File: src/hdl/clipped_box_mean_filter_core_defines.svh
// assertion macros for the clipped box mean filter
`ifndef CLIPPED_BOX_MEAN_FILTER_CORE_DEFINES_SVH
`define CLIPPED_BOX_MEAN_FILTER_CORE_DEFINES_SVH
`ifndef NO_ASSERTIONS
`define CBMF_ASSERT_SAME(lbl, ante, cons, msg) \
  lbl: assert property (@(posedge clk_i) disable iff (!rst_ni) (ante) |-> (cons)) else $error(msg);
`define CBMF_ASSERT_NEXT(lbl, ante, cons, msg) \
  lbl: assert property (@(posedge clk_i) disable iff (!rst_ni) (ante) |=> (cons)) else $error(msg);
`else
`define CBMF_ASSERT_SAME(lbl, ante, cons, msg)
`define CBMF_ASSERT_NEXT(lbl, ante, cons, msg)
`endif
`endif

File: src/hdl/cbmf_pkg.sv
// shared types and constants of the clipped box mean filter
`default_nettype none
package cbmf_pkg;
  localparam int unsigned DefMaxWidth = 1024;
  localparam int unsigned DefMaxHalf  = 3;
  localparam int unsigned HalfRegW    = 2;
  localparam int unsigned DimRegW     = 11;
  localparam int unsigned CfgIdxW     = 2;
  localparam int unsigned PixW        = 8;

  localparam logic [CfgIdxW-1:0] CFG_WINDOW_HALF  = 2'd0;
  localparam logic [CfgIdxW-1:0] CFG_IMAGE_WIDTH  = 2'd1;
  localparam logic [CfgIdxW-1:0] CFG_IMAGE_HEIGHT = 2'd2;

  localparam logic [HalfRegW-1:0] RstHalf   = 2'd2;
  localparam logic [DimRegW-1:0]  RstWidth  = 11'd640;
  localparam logic [DimRegW-1:0]  RstHeight = 11'd480;

  typedef struct packed {
    logic ld_item;
    logic clr_cnt;
    logic start_win;
    logic rd_issue;
    logic div_start;
    logic div_step;
    logic out_take;
  } cbmf_cmd_t;

  typedef struct packed {
    logic skip;
    logic clr;
    logic no_result;
    logic rd_last;
    logic div_done;
  } cbmf_sts_t;
endpackage
`default_nettype wire

File: src/hdl/cbmf_ctrl.sv
// sequencer for item intake, window walk, division and result handoff
`default_nettype none
`include "clipped_box_mean_filter_core_defines.svh"
module cbmf_ctrl
  import cbmf_pkg::*;
(
  input  wire logic      clk_i,
  input  wire logic      rst_ni,
  input  wire logic      in_valid_i,
  input  wire logic      out_stall_i,
  input  wire cbmf_sts_t sts_i,
  output cbmf_cmd_t      cmd_o,
  output logic           in_stall_o,
  output logic           out_valid_o
);
  localparam logic [2:0] S_IDLE   = 3'd0;
  localparam logic [2:0] S_DECIDE = 3'd1;
  localparam logic [2:0] S_READ   = 3'd2;
  localparam logic [2:0] S_DRAIN  = 3'd3;
  localparam logic [2:0] S_LOAD   = 3'd4;
  localparam logic [2:0] S_DIV    = 3'd5;
  localparam logic [2:0] S_OUT    = 3'd6;

  logic [2:0] state_q, state_d;

  assign in_stall_o  = state_q != S_IDLE;
  assign out_valid_o = state_q == S_OUT;

  always_comb begin
    state_d = state_q;
    cmd_o   = '0;
    case (state_q)
      S_IDLE: begin
        if (in_valid_i) begin
          cmd_o.ld_item = 1'b1;
          state_d = S_DECIDE;
        end
      end
      S_DECIDE: begin
        if (sts_i.skip) begin
          state_d = S_IDLE;
        end else if (sts_i.clr) begin
          cmd_o.clr_cnt = 1'b1;
          state_d = S_IDLE;
        end else if (sts_i.no_result) begin
          state_d = S_IDLE;
        end else begin
          cmd_o.start_win = 1'b1;
          state_d = S_READ;
        end
      end
      S_READ: begin
        cmd_o.rd_issue = 1'b1;
        if (sts_i.rd_last) begin
          state_d = S_DRAIN;
        end
      end
      S_DRAIN: state_d = S_LOAD;
      S_LOAD: begin
        cmd_o.div_start = 1'b1;
        state_d = S_DIV;
      end
      S_DIV: begin
        cmd_o.div_step = 1'b1;
        if (sts_i.div_done) begin
          state_d = S_OUT;
        end
      end
      S_OUT: begin
        if (!out_stall_i) begin
          cmd_o.out_take = 1'b1;
          state_d = S_IDLE;
        end
      end
      default: state_d = S_IDLE;
    endcase
  end

  always_ff @(posedge clk_i or negedge rst_ni) begin
    if (!rst_ni) begin
      state_q <= S_IDLE;
    end else begin
      state_q <= state_d;
    end
  end

  `CBMF_ASSERT_SAME(a_out_blocks_in, out_valid_o, in_stall_o, "result pending while taking items")
  `CBMF_ASSERT_NEXT(a_read_to_drain, state_q == S_READ && sts_i.rd_last, state_q == S_DRAIN, "window walk did not end")
  `CBMF_ASSERT_NEXT(a_div_to_out, state_q == S_DIV && sts_i.div_done, out_valid_o, "division did not hand off")
endmodule
`default_nettype wire

File: config.mk
export PLATFORM = sky130hd
export DESIGN_NAME = cbmf_ctrl
export DESIGN_NICKNAME = d
export VERILOG_FILES = /design/src/hdl/cbmf_pkg.sv /design/src/hdl/cbmf_ctrl.sv
export VERILOG_INCLUDE_DIRS = /design/src /design/src/hdl
export SDC_FILE = /design/constraint.sdc
export NUM_CORES = 1
export LEC_CHECK = 0
export BUFFER_PORTS_ARGS = -buffer_cell sky130_fd_sc_hd__buf_2
export CAP_MARGIN = 10
export CORE_AREA = 3 3 40 42
export DETAILED_ROUTE_END_ITERATION = 10
export DIE_AREA = 0 0 43 45
export GPL_ROUTABILITY_DRIVEN = 0
export GPL_TIMING_DRIVEN = 0
export PLACE_DENSITY = 0.52
export REMOVE_ABC_BUFFERS = 1
export SETUP_SLACK_MARGIN = 0.5
export SLEW_MARGIN = 0
export SYNTH_ARGS = -nofsm -noshare
export SYNTH_HDL_FRONTEND = slang
export SYNTH_SLANG_ARGS = --single-unit
File: constraint.sdc
create_clock -name clk_i -period 1.3 [get_ports clk_i]
set_input_delay 0.065 -clock clk_i [delete_from_list [all_inputs] [get_ports clk_i]]
set_output_delay 0.065 -clock clk_i [all_outputs]
set_load 0.03 [all_outputs]
# --- After elaboration in Yosys (flattened, before gate mapping) ---
# Cells that the tools add are included.
totals:
  register_bits: 3
  latch_bits: 0
  ram_bits: 0
  rom_bits: 0
  inputBits: 9
  out_inout_bits: 9
  wordCells: 34
  memories: 0
classes:
  addsub: 0
  mul: 0
  div: 0
  n_lt_le_gt_ge: 0
  eq_ne: 10
  shift: 0
  n_mux: 20
  bitwise_logic: 0
  reduce_logical: 3
ops:
  columns: ["op", "n"]
  rows:
  - ["3-bit one-hot mux with 7 select lines", 1]
  - ["3-bit two-way mux", 6]
  - ["1-bit two-way mux", 10]
  - ["3-bit == test (second input constant)", 3]
  - ["2-bit inequality test (second input constant)", 4]
  - ["3-bit by 2-bit == test with 1-bit output (second input constant)", 2]
  - ["2-bit two-way mux", 3]
  - ["4-bit AND reduction", 1]
  - ["3-bit by 1-bit == test with 1-bit output (second input constant)", 1]
  - ["3-bit logical NOT", 1]
  - ["3-bit nonzero test", 1]

# --- Depth between registers and ports, before layout ---
logic_depth:
  depth_word: 4
  mapped_depth: 3
  mapped_depth_nobuf: 3

# --- Worst setup path before layout ---
# OpenSTA, ideal clock, no wires.
synth_path:
  kind: "flip-flop to flip-flop"
  startpoint: "reg state_q[2]"
  endpoint: "reg state_q[1]"
  setup_ns: 0.065
  arrival_ns: 1.448
  required_ns: 1.235
  slack_ns: -0.213
  stages_incl_launch_ff: 4
  n_path_buf: 0
  synth_period_minus_slack_ns: 1.513
  path_cell_list: "dfrtp_1 or4b_4 nor3_4 or3_1"
synth_between:
  elab_chain_len: 3
  word_cells_on_any_way: 13
  cone_classes: "10 x eq/ne; 1 x mux; 2 x reduce/logical"
synth_rtl:
  columns: ["element", "line", "text"]
  rows:
  - ["start: declaration", "cbmf_ctrl.sv:24", "logic [2:0] state_q, state_d;"]
  - ["start signal: assignment", "cbmf_ctrl.sv:83", "state_q <= state_d;"]
  - ["3-bit by 2-bit == test with 1-bit output, or another cell as far along", "cbmf_ctrl.sv:32", "case (state_q)"]
  - ["2-bit inequality test (no line)", null, null]
  - ["4-bit AND reduction (no line)", null, null]
# Parallel ways exist; a longest one is shown, timed or not.
# A chain may end at the register's enable or synchronous reset.

==> flow_summary.yaml <==
status:
  status: "finished with violations"
  violations: "negative setup slack"
synth:
  yosys_warnings: 0
  syn_avg_cell_area_um2: 7.90
  synth-seq-cells: 3
  ys_types: 14
  synth.yosys.seq_area_share: 0.328
  synthCells: 29
  netlist_area_um2: 229
layout:
  fin_util: 0.438
  fill_cells: 132
  drive_above_1_share: 0.750
  top_register: "state_q"
  final_common_cell: "buf_4"
  fin_cells: 75
  top_regs: "state_q: 3 flops"
  area_growth_syn_to_layout_pct: 146
  fin_nets: 70
  design_area_um2: 563
  largest_reg_flops: 3
  n_antenna_cell: 0
  mostFrequentLayoutCells: "buf_4, buf_2, buf_6"
clocking:
  numCtsBuffers: 3
  clk_pin_slew_worst_paths_ns: 0.04
  clk_latency_ns: 0.23
  cts_tree: "built"
  cts_root_buf: "clkbuf_4"
  h-tree-depth: 1
  cts_num_sinks: 3
  clk_path_buf_depth: 2
global_route:
  grt_max_degree: 10
  grt_use_total: 0.0793
  overflow: 0
  grt_pass1_wl_um: 1100
  grt_pass1_vias: 285
  antenna_found_initial: 0
timing:
  final_max_slew_viol_count: 0
  worstMarginPinSlew_ns: 0.160
  fin_ws_ns: -0.251
  maxSlewHeadroom: 0.893
  setup_violations: 10
  min_period_ns: 1.55
  fmax_mhz: 645
  final_hold_viol_count: 0
  rsz0062_at_grt: "yes"
  period_share: 1.19
  clock_skew_ns: 0.000824
worst_setup_path:
  cp-end-kind: "primary output"
  worst_path_max_delay_cell: "or4b_4"
  arrival_ns: 1.49
  path_cells: "or4b_4 -> nor3_4 -> buf_6"
  crit_type: "flip-flop to primary output"
  cp.depth: 3
  reg2reg_to: "state_q[1]"
  reg2reg_from: "state_q[2]"
  setup.worst_path.start_class: "flip-flop"
  reg2reg_depth: 4
  crit_required_ns: 1.24
  crit_path_max_incr_delay_ns: 0.55
  crit_path_max_fanout: 2
  cp-endpoint: "cmd_o[4]"
  reg2reg_slack_ns: -0.10
  cpLargestDelayFamily: "simple AND/OR/NAND/NOR gates"
  cp.buffers_inverters: 1
  cp-startpoint: "state_q[2]"
floorplanning:
  die_y_um: 45
  row_count: 13
  fp.coreArea_mm2: 0.00128
  start_util: 0.178
  die_area_mm2: 0.00194
  io_pins: 18
  die_w_um: 43
detailed_routing:
  ant_nets: 0
  first_pass_iters: 2
  route.detailed.drc: 0
  first_iter_violations: 1
  wl_um: 796
  via_per_inst: 4.31
  post_drt_wl_per_cell_um: 10.6
  via_count: 323
placed_design:
  dp.cells: 61
  port_buffers: 17
  place_area_um2: 333
  dp_slack_ns: -0.140
  dp.final_hpwl_um: 471
pwr:
  peakVddDrop_v: 0.000916
  p_comb_frac: 0.733
  p_int_uw: 807
  power_per_cell_area_mw_per_mm2: 2470
  power_frac_seq: 0.149
  p_clk_frac: 0.118
  p_leak_nw: 0.271
  p_sw_frac: 0.421
  p_sw_uw: 586
  power_mw: 1.39
flow_run:
  maxCapViolCount: 0
hold_path:
  hp-class: "primary input to flip-flop"
  min_from: "sts_i[1]"
-- power groups by stage --
stage	sequential (mW)	clock, mW	combinational, mW
final	0.208	0.164	1.02
after global routing	0.216	0.180	1.09
after CTS	0.201	0.175	0.737
after detailed placement	0.227	0	0.483
after global placement	0.230	0	0.481
after floorplan	0.202	0	0.369
-- synthesized netlist by cell type --
cell	n	area, um2
nor2_1	6	22.5
inv_1	4	15.0
a21oi_1	3	15.0
dfrtp_1	3	75.1
nand2b_1	3	18.8
or3_1	2	12.5
a31o_2	1	8.76
nand2_1	1	3.75
nor2b_1	1	6.26
nor3_1	1	5.00
nor3_4	1	16.3
nor3b_1	1	7.51
o2bb2ai_1	1	8.76
or4b_4	1	13.8
-- layer usage --
| layer | GRT usage | vias to the layer above | wire length (um) |
|---|---|---|---|
| met1 | 0.0825 | 149 | 322 |
| met2 | 0.123 | 13 | 392 |
| met3 | 0.0199 | 2 | 60 |
| met4 | 0.0904 | 0 | 21 |
| li1 | - | 159 | - |
| met5 | 0 | - | 0 |
-- stage by stage --
step | setup TNS (ns) | hold WS [ns]
2_1_floorplan | -0.550 | -0.231
3_5_place_dp | -0.284 | -0.138
5_1_grt | -1.56 | 0.0518
4_1_cts | -0.682 | 0.0427
3_3_place_gp | -0.298 | -0.138
6_report | -1.02 | 0.0513
-- final cells by class --
class	count	area, um2	share of cell area
Multi-Input combinational cell	22	194	0.344
Sequential cell	3	78.8	0.140
Timing Repair Buffer	27	228	0.404
Tap cell	15	18.8	0.0333
Inverter	4	17.5	0.0311
Clock buffer	4	26.3	0.0467
-- logic make-up (layout without fill, tap and decap cells) --
group                  after synthesis  in the layout  synth area share
AOI/OAI and AO/OA                    5              5             0.142
buffers and inverters                4             35            0.0656
DFF                                  3              3             0.328
and+or+nand+nor                     17             17             0.464
-- worst min path at each step --
| stage | cells after the start | end | slack (ns) |
|---|---|---|---|
| after global placement | 1 | state_q[1] | -0.14 |
| after CTS | 2 | state_q[0] | 0.04 |
| final | 2 | state_q[0] | 0.05 |
| after global routing | 2 | state_q[0] | 0.05 |
| after floorplan | 0 | state_q[0] | -0.23 |
| after detailed placement | 1 | state_q[2] | -0.14 |
-- repair_timing --
action / 4_1_cts / 5_1_grt
resized for setup: 23 / 10
hold endpoints to repair: 3 / 0
cloned: 0 / 0
endpoints found under the setup margin: 12 / 12
setup buffers: 3 / 6
pin swaps: 1 / 5
hold buffers: 1 / 0
(Power assumes the default switching activity.)
